[config.mk]
export PLATFORM = sky130hd
export DESIGN_NAME = bmp24_stream_to_rgb565_pixels
export DESIGN_NICKNAME = d
export VERILOG_FILES = /design/src/bmp565_pkg.sv /design/src/bmp565_in_reg.sv /design/src/bmp565_parser.sv /design/src/bmp565_out_reg.sv /design/src/bmp24_stream_to_rgb565_pixels.sv
export SDC_FILE = /design/constraint.sdc
export NUM_CORES = 1
export LEC_CHECK = 0
export BUFFER_PORTS_ARGS = -buffer_cell sky130_fd_sc_hd__buf_2
export CORE_UTILIZATION = 40
export DETAILED_ROUTE_END_ITERATION = 8
export PLACE_DENSITY = 0.58
export SYNTH_ARGS = -nofsm -noshare
export SYNTH_HDL_FRONTEND = slang
export SYNTH_SLANG_ARGS = --single-unit
[constraint.sdc]
create_clock -name clk_i -period 7.8 [get_ports clk_i]
set_clock_uncertainty 0.1 [all_clocks]
set_input_delay 0.78 -clock clk_i [delete_from_list [all_inputs] [get_ports clk_i]]
set_output_delay 0.78 -clock clk_i [all_outputs]
set_load 0.01 [all_outputs]
[src/bmp565_pkg.sv]
// ----------------------------------------------------------------------------
// bmp565_pkg
// Shared types and constants of the BMP to RGB565 pixel stream block.
// ----------------------------------------------------------------------------
package bmp565_pkg;

  // Frame size in pixels
  localparam int unsigned SCREEN_WIDTH  = 240;
  localparam int unsigned SCREEN_HEIGHT = 135;

  // Configuration register indexes
  localparam int unsigned CFG_ADDR_W = 1;
  localparam int unsigned CFG_DATA_W = 16;
  localparam logic [CFG_ADDR_W-1:0] REG_ORIGIN_X = 1'd0;
  localparam logic [CFG_ADDR_W-1:0] REG_ORIGIN_Y = 1'd1;

  typedef enum logic [1:0] {
    KIND_PIXEL       = 2'd0,
    KIND_END         = 2'd1,
    KIND_BAD_SIG     = 2'd2,
    KIND_UNSUPPORTED = 2'd3
  } kind_e;

  typedef struct packed {
    logic [7:0] data_byte;
    logic       first_byte;
  } in_item_t;

  typedef struct packed {
    kind_e       kind;
    logic [7:0]  pixel_x;
    logic [7:0]  pixel_y;
    logic [15:0] pixel_color;
    logic        image_done;
  } result_t;

endpackage

[src/bmp565_in_reg.sv]
// ----------------------------------------------------------------------------
// bmp565_in_reg
// Input register: holds one byte item until the parser can take it.
// ----------------------------------------------------------------------------
module bmp565_in_reg (
  input  logic                 clk_i,
  input  logic                 rst_ni,
  input  logic                 tvalid_i,
  input  bmp565_pkg::in_item_t item_i,
  input  logic                 free_i,
  output logic                 tready_o,
  output logic                 step_o,
  output bmp565_pkg::in_item_t item_o
);
  import bmp565_pkg::*;

  logic     valid_q, valid_d;
  in_item_t item_q;
  logic     accept;

  assign step_o   = valid_q & free_i;
  assign tready_o = ~valid_q | free_i;
  assign accept   = tvalid_i & tready_o;
  assign item_o   = item_q;

  always_comb begin
    valid_d = valid_q;
    if (accept) begin
      valid_d = 1'b1;
    end else if (step_o) begin
      valid_d = 1'b0;
    end
  end

  always_ff @(posedge clk_i or negedge rst_ni) begin
    if (!rst_ni) begin
      valid_q <= 1'b0;
    end else begin
      valid_q <= valid_d;
    end
  end

  always_ff @(posedge clk_i) begin
    if (accept) begin
      item_q <= item_i;
    end
  end

endmodule

[src/bmp565_parser.sv]
// ----------------------------------------------------------------------------
// bmp565_parser
// Header parse, offset skip and pixel conversion; one byte per step.
// ----------------------------------------------------------------------------
module bmp565_parser (
  input  logic                                    clk_i,
  input  logic                                    rst_ni,
  input  logic                                    cfg_we_i,
  input  logic [bmp565_pkg::CFG_ADDR_W-1:0]       cfg_addr_i,
  input  logic [bmp565_pkg::CFG_DATA_W-1:0]       cfg_data_i,
  input  logic                                    step_i,
  input  bmp565_pkg::in_item_t                    item_i,
  output logic                                    res_valid_o,
  output bmp565_pkg::result_t                     res_o
);
  import bmp565_pkg::*;

  localparam logic [1:0] PH_IDLE   = 2'd0;
  localparam logic [1:0] PH_HEADER = 2'd1;
  localparam logic [1:0] PH_SKIP   = 2'd2;
  localparam logic [1:0] PH_PIXEL  = 2'd3;

  // header byte positions where a field completes
  localparam logic [31:0] HP_SIG    = 32'd1;
  localparam logic [31:0] HP_OFFSET = 32'd13;
  localparam logic [31:0] HP_WIDTH  = 32'd21;
  localparam logic [31:0] HP_HEIGHT = 32'd25;
  localparam logic [31:0] HP_PLANES = 32'd27;
  localparam logic [31:0] HP_BPP    = 32'd29;
  localparam logic [31:0] HP_COMP   = 32'd33;

  localparam logic [15:0] SIGNATURE  = 16'h4D42;
  localparam logic [15:0] PLANES_OK  = 16'd1;
  localparam logic [15:0] BPP_OK     = 16'd24;
  localparam logic [31:0] MIN_OFFSET = 32'd34;

  logic [15:0] origin_x_q, origin_y_q;
  logic [1:0]  phase_q, phase_d;
  logic [31:0] pos_q, pos_d;
  logic [31:0] field_q, field_d;
  logic [31:0] offset_q, offset_d;
  logic [15:0] width_q, width_d;
  logic [15:0] height_q, height_d;
  logic [15:0] row_q, row_d;
  logic [15:0] col_q, col_d;
  logic [1:0]  chan_q, chan_d;
  logic [15:0] hold_q, hold_d;
  logic [1:0]  pad_q, pad_d;

  logic        go, fail_hit, start_px, row_end, img_done, pix_hit, pix_vis;
  kind_e       fail_kind;
  logic        origin_out;
  logic [7:0]  byte_in;
  logic [16:0] px_x;
  logic [15:0] px_y;
  logic [15:0] px_color;

  assign byte_in    = item_i.data_byte;
  assign origin_out = (origin_x_q >= 16'(SCREEN_WIDTH)) | (origin_y_q >= 16'(SCREEN_HEIGHT));

  // pixel path only runs in PH_PIXEL, where the live state is the registered state
  assign px_x     = {1'b0, origin_x_q} + {1'b0, col_q};
  assign px_y     = origin_y_q + height_q - 16'd1 - row_q;
  assign px_color = {byte_in[7:3], hold_q[15:10], hold_q[7:3]};
  assign pix_vis  = (px_x < 17'(SCREEN_WIDTH)) & (px_y < 16'(SCREEN_HEIGHT));

  always_comb begin
    phase_d   = phase_q;
    pos_d     = pos_q;
    field_d   = field_q;
    offset_d  = offset_q;
    width_d   = width_q;
    height_d  = height_q;
    row_d     = row_q;
    col_d     = col_q;
    chan_d    = chan_q;
    hold_d    = hold_q;
    pad_d     = pad_q;
    go        = 1'b0;
    fail_hit  = 1'b0;
    fail_kind = KIND_UNSUPPORTED;
    start_px  = 1'b0;
    row_end   = 1'b0;
    img_done  = 1'b0;
    pix_hit   = 1'b0;
    res_valid_o = 1'b0;
    res_o       = '0;

    if (step_i) begin
      go = 1'b1;
      if (item_i.first_byte) begin
        if (origin_out) begin
          phase_d = PH_IDLE;
          go      = 1'b0;
        end else begin
          phase_d  = PH_HEADER;
          pos_d    = '0;
          field_d  = '0;
          offset_d = '0;
          width_d  = '0;
          height_d = '0;
          row_d    = '0;
          col_d    = '0;
          chan_d   = '0;
          hold_d   = '0;
          pad_d    = '0;
        end
      end
    end

    if (go) begin
      unique case (phase_d)
        PH_HEADER: begin
          field_d = {byte_in, field_d[31:8]};
          unique case (pos_d)
            HP_SIG: begin
              if (field_d[31:16] != SIGNATURE) begin
                fail_hit  = 1'b1;
                fail_kind = KIND_BAD_SIG;
              end
            end
            HP_OFFSET: offset_d = field_d;
            HP_WIDTH:  width_d  = field_d[15:0];
            HP_HEIGHT: height_d = field_d[15:0];
            HP_PLANES: fail_hit = (field_d[31:16] != PLANES_OK);
            HP_BPP:    fail_hit = (field_d[31:16] != BPP_OK);
            HP_COMP: begin
              if ((field_d != '0) || (offset_d < MIN_OFFSET)) begin
                fail_hit = 1'b1;
              end else if (offset_d == MIN_OFFSET) begin
                start_px = 1'b1;
              end else begin
                phase_d = PH_SKIP;
              end
            end
            default: ;
          endcase
          pos_d = pos_d + 32'd1;
        end
        PH_SKIP: begin
          pos_d = pos_d + 32'd1;
          if (pos_d == offset_d) begin
            start_px = 1'b1;
          end
        end
        PH_PIXEL: begin
          if (col_d >= width_d) begin
            // row padding
            pad_d = pad_d - 2'd1;
            if (pad_d == 2'd0) begin
              row_end = 1'b1;
            end
          end else if (chan_d == 2'd0) begin
            hold_d = {8'h00, byte_in};
            chan_d = 2'd1;
          end else if (chan_d == 2'd1) begin
            hold_d = {byte_in, hold_d[7:0]};
            chan_d = 2'd2;
          end else begin
            pix_hit = pix_vis;
            chan_d  = 2'd0;
            col_d   = col_d + 16'd1;
            if (col_d == width_d) begin
              pad_d = width_d[1:0];
              if (pad_d == 2'd0) begin
                row_end = 1'b1;
              end
            end
          end
          if (row_end) begin
            col_d = '0;
            row_d = row_d + 16'd1;
            if (row_d == height_d) begin
              phase_d  = PH_IDLE;
              img_done = 1'b1;
            end
          end
        end
        default: ;
      endcase

      if (fail_hit) begin
        phase_d = PH_IDLE;
      end

      if (start_px) begin
        if ((width_d == '0) || (height_d == '0)) begin
          phase_d  = PH_IDLE;
          img_done = 1'b1;
        end else begin
          phase_d = PH_PIXEL;
          row_d   = '0;
          col_d   = '0;
          chan_d  = '0;
          hold_d  = '0;
          pad_d   = '0;
        end
      end

      if (fail_hit) begin
        res_valid_o      = 1'b1;
        res_o.kind       = fail_kind;
        res_o.image_done = 1'b1;
      end else if (pix_hit) begin
        res_valid_o       = 1'b1;
        res_o.kind        = KIND_PIXEL;
        res_o.pixel_x     = px_x[7:0];
        res_o.pixel_y     = px_y[7:0];
        res_o.pixel_color = px_color;
        res_o.image_done  = img_done;
      end else if (img_done) begin
        res_valid_o      = 1'b1;
        res_o.kind       = KIND_END;
        res_o.image_done = 1'b1;
      end
    end
  end

  always_ff @(posedge clk_i or negedge rst_ni) begin
    if (!rst_ni) begin
      phase_q    <= PH_IDLE;
      origin_x_q <= '0;
      origin_y_q <= '0;
    end else begin
      phase_q <= phase_d;
      if (cfg_we_i) begin
        unique case (cfg_addr_i)
          REG_ORIGIN_X: origin_x_q <= cfg_data_i;
          REG_ORIGIN_Y: origin_y_q <= cfg_data_i;
        endcase
      end
    end
  end

  // re-initialized on a first byte whose origin lies inside the frame
  always_ff @(posedge clk_i) begin
    pos_q    <= pos_d;
    field_q  <= field_d;
    offset_q <= offset_d;
    width_q  <= width_d;
    height_q <= height_d;
    row_q    <= row_d;
    col_q    <= col_d;
    chan_q   <= chan_d;
    hold_q   <= hold_d;
    pad_q    <= pad_d;
  end

endmodule

[src/bmp565_out_reg.sv]
// ----------------------------------------------------------------------------
// bmp565_out_reg
// Result register: holds one result item until the sink takes it.
// ----------------------------------------------------------------------------
module bmp565_out_reg (
  input  logic                clk_i,
  input  logic                rst_ni,
  input  logic                load_i,
  input  bmp565_pkg::result_t res_i,
  input  logic                tready_i,
  output logic                free_o,
  output logic                tvalid_o,
  output bmp565_pkg::result_t res_o
);
  import bmp565_pkg::*;

  logic    valid_q, valid_d;
  result_t res_q;

  // empty now or emptied at this edge
  assign free_o   = ~valid_q | tready_i;
  assign tvalid_o = valid_q;
  assign res_o    = res_q;
  assign valid_d  = free_o ? load_i : valid_q;

  always_ff @(posedge clk_i or negedge rst_ni) begin
    if (!rst_ni) begin
      valid_q <= 1'b0;
    end else begin
      valid_q <= valid_d;
    end
  end

  always_ff @(posedge clk_i) begin
    if (load_i) begin
      res_q <= res_i;
    end
  end

endmodule

[src/bmp24_stream_to_rgb565_pixels.sv]
// ----------------------------------------------------------------------------
// bmp24_stream_to_rgb565_pixels
// Takes a 24-bit uncompressed BMP file, one byte item per cycle while not
// stalled, and emits RGB565 pixel writes, cropped to the frame, plus end and
// error items. A byte enters the input register, is parsed once the output
// register is free, and any result lands in the output register. One byte is
// taken every cycle unless s_axis_tready falls, which it does only when both
// the input and output registers are full and m_axis_tready is low.
// Most bytes (header, skip, padding, blue and green) give no result item.
// ----------------------------------------------------------------------------
module bmp24_stream_to_rgb565_pixels (
  input  logic                                clk_i,
  input  logic                                rst_ni,
  // configuration
  input  logic                                cfg_we_i,
  input  logic [bmp565_pkg::CFG_ADDR_W-1:0]   cfg_addr_i,
  input  logic [bmp565_pkg::CFG_DATA_W-1:0]   cfg_data_i,
  // byte input
  input  logic                                s_axis_tvalid,
  output logic                                s_axis_tready,
  input  logic [7:0]                          s_axis_tdata,  // [7:0] data_byte
  input  logic [0:0]                          s_axis_tuser,  // [0] first_byte
  // pixel output
  output logic                                m_axis_tvalid,
  input  logic                                m_axis_tready,
  output logic [31:0]                         m_axis_tdata,  // [7:0] pixel_x,
                                                             // [15:8] pixel_y,
                                                             // [31:16] pixel_color
  output logic [1:0]                          m_axis_tuser,  // [1:0] kind
  output logic                                m_axis_tlast   // image_done
);
  import bmp565_pkg::*;

  in_item_t in_item, s1_item;
  result_t  res, out_res;
  logic     step, res_valid, out_free;

  assign in_item.data_byte  = s_axis_tdata;
  assign in_item.first_byte = s_axis_tuser[0];

  bmp565_in_reg u_in_reg (
    .clk_i    (clk_i),
    .rst_ni   (rst_ni),
    .tvalid_i (s_axis_tvalid),
    .item_i   (in_item),
    .free_i   (out_free),
    .tready_o (s_axis_tready),
    .step_o   (step),
    .item_o   (s1_item)
  );

  bmp565_parser u_parser (
    .clk_i       (clk_i),
    .rst_ni      (rst_ni),
    .cfg_we_i    (cfg_we_i),
    .cfg_addr_i  (cfg_addr_i),
    .cfg_data_i  (cfg_data_i),
    .step_i      (step),
    .item_i      (s1_item),
    .res_valid_o (res_valid),
    .res_o       (res)
  );

  bmp565_out_reg u_out_reg (
    .clk_i    (clk_i),
    .rst_ni   (rst_ni),
    .load_i   (res_valid),
    .res_i    (res),
    .tready_i (m_axis_tready),
    .free_o   (out_free),
    .tvalid_o (m_axis_tvalid),
    .res_o    (out_res)
  );

  assign m_axis_tdata = {out_res.pixel_color, out_res.pixel_y, out_res.pixel_x};
  assign m_axis_tuser = out_res.kind;
  assign m_axis_tlast = out_res.image_done;

endmodule

# == Word level (Yosys, flattened, before mapping) ==
# Cells that the tools add are included.
# word_totals
input_bits,31
register_bits,260
word_cells,218
# op_classes
eq_ne,18
n_reduce_logical,13
order_cmp,6
addsub,8
n_mux,140
n_bitwise,11
# op_table
cell,n
2-to-1 mux 16 bit,43
2-to-1 mux 32 bit,16
"== test 32 x 5 -> 1 bit, second input constant",4
2-to-1 mux 2 bit,35
"== test 32 x 6 -> 1 bit, second input constant",2
2-to-1 mux 1 bit,43
"adder 16 x 1 -> 16 bit, second input constant",2
"adder 32 x 1 -> 32 bit, second input constant",1
== test 16 bit,2
"== test 32 x 1 -> 1 bit, second input constant",1
== test 32 bit,1
"== test 32 x 4 -> 1 bit, second input constant",1
">= comparator 16 x 8 -> 1 bit, second input constant",2
logical NOT 16 bit,2
"< comparator 32 x 6 -> 1 bit, second input constant",1
nonzero test 32 bit,1
adder 16 x 16 -> 17 bit,1
"< comparator 17 x 8 -> 1 bit, second input constant",1
adder 16 bit,1
>= comparator 16 bit,1
"< comparator 16 x 8 -> 1 bit, second input constant",1
"!= test 16 x 1 -> 1 bit, second input constant",1
"!= test 16 x 15 -> 1 bit, second input constant",1
"!= test 16 x 5 -> 1 bit, second input constant",1
other kinds (17),31

# == Longest topological paths before layout ==
# Gate-level depths: netlist (run 1).
# logic_depth
depth_word,22
ltp_mapped,23
depth_no_buf,17

# == By module ==
# Synthesis (run 1) repeated with hierarchy kept, for this count alone.
# hier_totals
cells_unflattened,1797
hier_area_um2,15721.3
# modules_own_cells
mod,cells_each,area_each_um2,n_inst,seq_area_each_um2
bmp565_parser,1745,14292.5,1,4194.0
bmp565_out_reg,38,1098.6,1,1076.0
bmp565_in_reg,14,330.3,1,295.3

# == Worst setup path before layout (run 1) ==
# OpenSTA, ideal clock, no wires.
# synth_timing
kind,input to register
from,in m_axis_tready
to,"reg u_out_reg.res_q, in the netlist u_out_reg.res_o[0] (enable)"
setup_time_ns,0.390
cell_stages,19
path_slack_ns,1.595
arrival_time_ns,5.716
path_cell_list,nand2b_1 nand3_1 nor4b_2 buf_2 clkbuf_1 clkbuf_1 clkbuf_1 nor2_1 ha_1 or4_1 a21oi_1 a311oi_1 o41ai_1 o32ai_1 o41ai_4 and3_1 a211oi_1 a21o_1 inv_1
# synth_between
elab_chain_len,20
elab_cells_between_ends,84
classes_between,add/sub (4); order compare (2); eq/ne (17); mux (51); bitwise (2); reduce/logical (8)
# synth_lines
item,line,rtl
start: declaration,bmp24_stream_to_rgb565_pixels.sv:25,"input logic m_axis_tready,"
bitwise OR 1 bit (*),bmp565_out_reg.sv:21,assign free_o = ~valid_q | tready_i;
AND 1 bit (*),bmp565_in_reg.sv:21,assign step_o = valid_q & free_i;
2-to-1 mux 16 bit,bmp565_parser.sv:89,if (step_i) begin
adder 16 x 1 -> 16 bit / logical NOT 2 bit (equally long branches),"bmp565_parser.sv:162, bmp565_parser.sv:165",
== test 16 bit / 2-to-1 mux 1 bit (equally long branches),"bmp565_parser.sv:163, bmp565_parser.sv:165",
2-to-1 mux 1 bit,bmp565_parser.sv:163,if (col_d == width_d) begin
2-to-1 mux 1 bit,bmp565_parser.sv:156,end else if (chan_d == 2'd1) begin
2-to-1 mux 1 bit,bmp565_parser.sv:153,end else if (chan_d == 2'd0) begin
[... 5 more ...],-,
2-to-1 mux 1 bit,bmp565_parser.sv:187,if ((width_d == '0) || (height_d == '0)) begin
2-to-1 mux 1 bit,bmp565_parser.sv:186,if (start_px) begin
2-to-1 mux 1 bit,bmp565_parser.sv:111,if (go) begin
2-to-1 mux 1 bit,bmp565_parser.sv:211,end else if (img_done) begin
2-to-1 mux 1 bit,bmp565_parser.sv:204,end else if (pix_hit) begin
2-to-1 mux 1 bit,bmp565_parser.sv:200,if (fail_hit) begin
2-to-1 mux 1 bit (*),bmp565_parser.sv:111,
via res_valid,bmp24_stream_to_rgb565_pixels.sv:36,"logic step, res_valid, out_free;"
end signal: assignment,bmp565_out_reg.sv:36,res_q <= res_i;
end: declaration,bmp565_out_reg.sv:18,result_t res_q;
# Mark *: on every way through the listed nets, which the timed path passes. The rest lies on a longest branch. The select of a mux whose other input is x is not followed.
# A chain may end at the register's enable or synchronous reset.

# == Worst setup path in the final report (run 1) ==
# layout_timing
from,reg u_parser.origin_y_q[11]
to,"reg u_out_reg.res_q, in the netlist u_out_reg.res_o[25] (enable)"
# layout_between
elab_chain_len,22
elab_cells_between_ends,111
classes_between,add/sub (7); order compare (4); eq/ne (17); mux (73); bitwise (2); reduce/logical (8)
# layout_lines
item,line,rtl
start: declaration,bmp565_parser.sv:37,"logic [15:0] origin_x_q, origin_y_q;"
start signal: assignment,bmp565_parser.sv:229,REG_ORIGIN_Y: origin_y_q <= cfg_data_i;
"parallel branches: the longest is 21 deep, another holds adder 16 bit",-,
2-to-1 mux 1 bit (*),bmp565_parser.sv:111,
via res_valid,bmp24_stream_to_rgb565_pixels.sv:36,
# Mark *: on every way through the listed nets, which the timed path passes. The select of a mux whose other input is x is not followed.

==> out/summary.txt, run 1 <==
outcome = complete, no violations
DRT antenna net count = 0
Worst Path Max Fanout = 35
Setup-failing EPs final = 0
Post-Synthesis Net Count = 1896
vias in the first global route = 12676
Worst-Margin Slew = 1.14 ns
Tcrit/Tclk final = 82.9%
Placement Setup Slack = 1.29 ns
register area share after synthesis = 36.1%
Main synth FF type = dfxtp_1
FMAX = 155 MHz
Nets = 1906
diode count = 0
# Post-CTS Setup Buffers = 0
Crit-path slowest cell = or4b_2
pins over their slew limit = 0
CP Cell Sequence = nor4_1 > nand3_1 > or4b_2 > nand2_1 > inv_1 > ha_1 > or4_1 > a21oi_1 > a311oi_1 > o41ai_1 > o32ai_1 > o41ai_4 > and3_1 > a211oi_1 > a21o_1 > inv_1 > buf_4
Peak VDD IR = 0.000165 V
routed wl met2 = 20900 µm
count of cells resized by post-cts repair = 0
Clock Sinks = 247
Async SR Flop Fraction = 14.6%
largest net degree at the start of global routing = 61
Fin Setup TNS = 0 ns
Max Buffers Root-to-Sink = 3
synthesized area = 0.0154 mm²
Filler cells = 3733
Synth Register Bits = 247
critical path class = reg2reg
Post-synth EDFFs = 44
Die Ht = 198 µm
Startpoint Class = register
drt drc = 0
crit path DAT = 6.60 ns
cells after synthesis = 1794
Hold Slack = 0.225 ns
final WL = 46300 µm
Final Instance Count excl. Fillers = 2336
endpoints failing hold = 0
core footprint = 0.0378 mm²
crit end category = register
CP dominant cell by count = inv_1
Multi-input gate area = 0.00906 mm²
Required @ worst endpoint = 7.94 ns
io pins = 68
DRT Pass-1 Iters = 7
Crit path depth = 17
Rows = 71
first-pass GRT wire length = 72800 µm
Routed met3 length = 3120 µm
synth warn = 0
Yosys cell types = 95
syn avg cell area = 8.59 µm²
Area growth, synth to finish = 11.2%
DIE WIDTH = 198 µm
WP buf/inv = 3
post-DR wirelength/cell = 19.8 µm
CTS tree = built
fin worst setup slack = 1.34 ns
port buffer count = 67
Max Cap Viol = 0
vias per cell = 5.81
Worst-Skew Late Latency = 0.59 ns
via count of the routed design = 13571
H-tree depth = 1
Placed Cells = 2285
hpwl dp = 34600 µm
Reg2Reg Depth = 17
Leakage = 6.54 nW
Largest delay share family, worst path = simple AND/OR/NAND/NOR gates
Tmin final = 6.46 ns
cts hold-fix bufs = 0
Reg area = 0.00557 mm²
Met1 Routed Length = 21300 µm
Die ar. = 0.0393 mm²
max incr delay on CP = 1.09 ns
Global Route Usage Sum = 23.6%
unrepaired setup endpoints after global routing = false
CTS buffer count = 28
CTS root buf = clkbuf_16
clk slew on worst S/H paths = 0.06 ns
initial antenna violation count = 1
Power Density = 183 mW/mm²
fraction of layout cells with a size suffix above 1 = 11.3%
initial core utilization = 40.8%
GRT overflow = 0
Final Power = 3.14 mW
Iteration-0 DRC Markers = 1131
max layer used = met4
GPL Wtd Cong = 0.957
worst hold path type = in2async
relative slew slack = 23.8%
==> through the flow <==
stage	area, µm²	util, %
after floorplan	15400	-
after global placement	16100	42.7
after detailed placement	16100	42.7
after CTS	17100	45.4
after global routing	17100	45.4
final	17100	45.4
==> area by class of cell <==
type                    instances  share of cell area (%)
flip-flops and latches        247                    32.5
inverters                      99                    2.17
repair buffers                 86                    2.79
clock buffers                  35                    4.53
clock inverters                16                    1.39
multi-input cells            1342                    52.9
well taps                     511                    3.73
==> where the power goes <==
| part | switching (mW) | internal, mW | total [mW] |
|---|---|---|---|
| Clock | 0.569 | 0.873 | 1.44 |
| Sequential | 0.0363 | 1.33 | 1.37 |
| Combinational | 0.191 | 0.140 | 0.331 |
| Total | 0.796 | 2.34 | 3.14 |
==> worst paths after layout <==
kind	startpoint	endpoint	slack [ns]
worst max-delay path	u_parser.origin_y_q[11]	u_out_reg.res_o[25]	1.34
worst min-delay path	rst_ni	u_parser.phase_q[1]	0.22
worst max register to register	u_parser.origin_y_q[11]	u_out_reg.res_o[25]	1.34
worst min register to register	u_parser.hold_q[14]	u_parser.hold_q[14]	0.36
max in group asynchronous	rst_ni	u_parser.origin_x_q[10]	6.76
min in group clk_i	s_axis_tdata[6]	u_in_reg.item_o[7]	0.26
==> cells in the mapped netlist, types with 49 or more instances <==
cell type | count | area [µm²]
nand2_1 | 180 | 676
dfxtp_1 | 167 | 3340
nor2_1 | 145 | 544
inv_1 | 99 | 372
nand3_1 | 88 | 440
xnor2_1 | 84 | 736
a21oi_1 | 79 | 395
clkbuf_1 | 73 | 274
nor4_1 | 63 | 394
o21ai_0 | 58 | 290
ha_1 | 54 | 676
xor2_1 | 51 | 447
nor3_1 | 49 | 245
==> placed cells by master (no fill, tap or decap), types with 39 or more instances in the layout <==
cell type and n:
a21oi_1 78, nand2_1 180, and2_1 42, nor2_1 145, nor3_1 49, nand3_1 88, edfxtp_1 44, nor4_1 62
inv_1 99, xnor2_1 84, nand4_1 42, xor2_1 51, ha_1 54, o21ai_0 58, buf_2 67, dfxtp_1 167
a22o_1 39
==> cell families (layout without fill, tap and decap cells) <==
logic type	after synthesis	in the layout	synth area share [%]
simple gates	733	733	24.4
compound gates	335	335	15.3
flops	247	247	36.1
buf+inv	205	236	5.24
xor+xnor	135	135	7.67
fa+ha+maj	71	71	6.59
mux	68	68	4.69
==> sequential cells by signal, summed over array words and instances (netlist names) <==
signal,flops
u_out_reg.res_o,35
u_parser.offset_q,32
u_parser.pos_q,32
u_parser.field_q,24
u_parser.col_q,16
u_parser.height_q,16
u_parser.origin_x_q,16
u_parser.origin_y_q,16
u_parser.row_q,16
u_parser.width_q,16
u_parser.hold_q,11
u_in_reg.item_o,9
u_parser.chan_q,2
u_parser.pad_q,2
u_parser.phase_q,2
u_in_reg.valid_q,1
u_out_reg.tvalid_o,1
==> routing by layer <==
layer / GRT usage, % / up-vias
met5: 0 / -
li1: - / 6468
met3: 3.37 / 70
met4: 6.17 / 0
met2: 38.0 / 452
met1: 33.0 / 6581
Power figures use the tool's default switching activity.
==> run 2: changes to the inputs <==
Clock period 7.8 ns to 6.7 ns, I/O delays scaled along.
==> run 2 against run 1 <==
Clock power rose by 7%. Total power rose by 12%. Utilization fell by 0.15 points. Die area did not move. Non-clock buffer count rose by 4. Combinational power rose by 17%. Count of clock-buffer cells in the layout rose by 7. Critical endpoint is now u_out_reg.res_o[28].
==> out/summary.txt, run 2 (same netlist as run 1, synthesis figures left out) <==
outcome = complete, no violations
critical path class = reg2reg
Worst-Skew Late Latency = 0.58 ns
GPL Wtd Cong = 0.938
clk slew on worst S/H paths = 0.06 ns
Tmin final = 6.06 ns
final instance area = 0.0171 mm²
CTS tree = built
Nets = 1910
FMAX = 165 MHz
Comb power frac = 11.0%
relative slew slack = 30.5%
Max Cap Viol = 0
Iteration-0 DRC Markers = 1270
diode count = 0
pins over their slew limit = 0
Peak VDD IR = 0.000176 V
fraction of layout cells with a size suffix above 1 = 11.3%
worst hold path type = in2async
GRT overflow = 0
via count of the routed design = 13501
commonest non-fill, non-tap cell in the layout = nand2_1
Int Power = 2.60 mW
vias in the first global route = 12704
endpoints failing hold = 0
cts hold-fix bufs = 0
drt drc = 0
hpwl dp = 34700 µm
clock power share = 43.8%
Placed Cells = 2289
Fin Setup TNS = 0 ns
core footprint = 0.0378 mm²
Worst Path Max Fanout = 35
fin worst setup slack = 0.637 ns
vias per cell = 5.77
initial core utilization = 40.8%
Setup-failing EPs final = 0
Global Route Usage Sum = 23.6%
Sequential Power Share = 45.1%
Area growth, synth to finish = 10.8%
port buffer count = 67
count of cells resized by post-cts repair = 0
Power Density = 206 mW/mm²
# Post-CTS Setup Buffers = 0
Die ar. = 0.0393 mm²
Rows = 71
io pins = 68
max reg flops = 35
crit end category = register
Startpoint Class = register
Clock Sinks = 247
final WL = 46400 µm
Placement Setup Slack = 0.547 ns
DIE WIDTH = 198 µm
DRT antenna net count = 0
Tcrit/Tclk final = 90.5%
CTS buffer count = 28
Required @ worst endpoint = 6.80 ns
Leakage = 6.51 nW
Final Instance Count excl. Fillers = 2340
DRT Pass-1 Iters = 5
most frequent cells in the layout = nand2_1 (180), dfxtp_1 (167), nor2_1 (145)
largest net degree at the start of global routing = 49
Hold Slack = 0.148 ns
first-pass GRT wire length = 72600 µm
Max Buffers Root-to-Sink = 3
post-DR wirelength/cell = 19.8 µm
Worst-Margin Slew = 1.04 ns
switching part of the total = 26.0%
CTS root buf = clkbuf_16
utilization after layout = 45.2%
unrepaired setup endpoints after global routing = false
H-tree depth = 1
initial antenna violation count = 0
Die Ht = 198 µm
crit path DAT = 6.16 ns
Final Power = 3.52 mW
Switching Power = 0.913 mW
Placement Cell Area = 0.0161 mm²
[run 2: area by class of cell]
type	count	area [µm²]
Timing Repair Buffer	90	508
Tap cell	511	639
Sequential cell	247	5570
Fill cell	3709	20700
Clock buffer	42	827
Clock inverter	9	104
Inverter	99	372
Multi-Input combinational cell	1342	9060
[run 2: per-layer routing]
metal	share of wire, %	up-vias	wire [µm]	track usage (%)
li1	-	6475	-	-
met1	46	6527	21400	32.8
met2	46	436	21100	38.2
met3	6.2	63	2870	3.20
met4	2.2	0	1020	6.23
met5	0	-	0	0
[run 2: critical path: stages, from the launching register on]
cell,delay (ns)
dfrtp_1,0.38
nor4_1,0.30
nand3_1,0.31
or4b_2,0.83
buf_4,0.27
nand2_1,0.13
inv_1,0.06
ha_1,0.37
or4_1,0.57
a21oi_1,0.13
a311oi_1,0.09
o41ai_1,0.42
o32ai_1,0.30
o41ai_4,0.41
and3_1,0.25
a211oi_1,0.07
a21o_1,0.22
inv_1,0.06
buf_4,0.39
[run 2: worst paths after layout]
kind,cells past startpoint,to,slack [ns],startpoint
min,1,u_out_reg.tvalid_o,0.15,rst_ni
max,18,u_out_reg.res_o[28],0.64,u_parser.origin_y_q[11]
min reg2reg,2,u_parser.pad_q[0],0.35,u_parser.pad_q[0]
min in group clk_i,1,u_in_reg.item_o[6],0.17,s_axis_tdata[5]
max reg2reg,18,u_out_reg.res_o[28],0.64,u_parser.origin_y_q[11]
max in group asynchronous,1,u_parser.origin_y_q[9],5.71,rst_ni
[run 2: power by group through the flow]
stage                     Clock (mW)  Combinational, mW  Sequential [mW]
after global placement             0              0.380             1.62
after global routing            1.64              0.432             1.59
after floorplan                    0              0.288             1.60
after detailed placement           0              0.383             1.62
final                           1.54              0.388             1.59
after CTS                       1.57              0.387             1.59
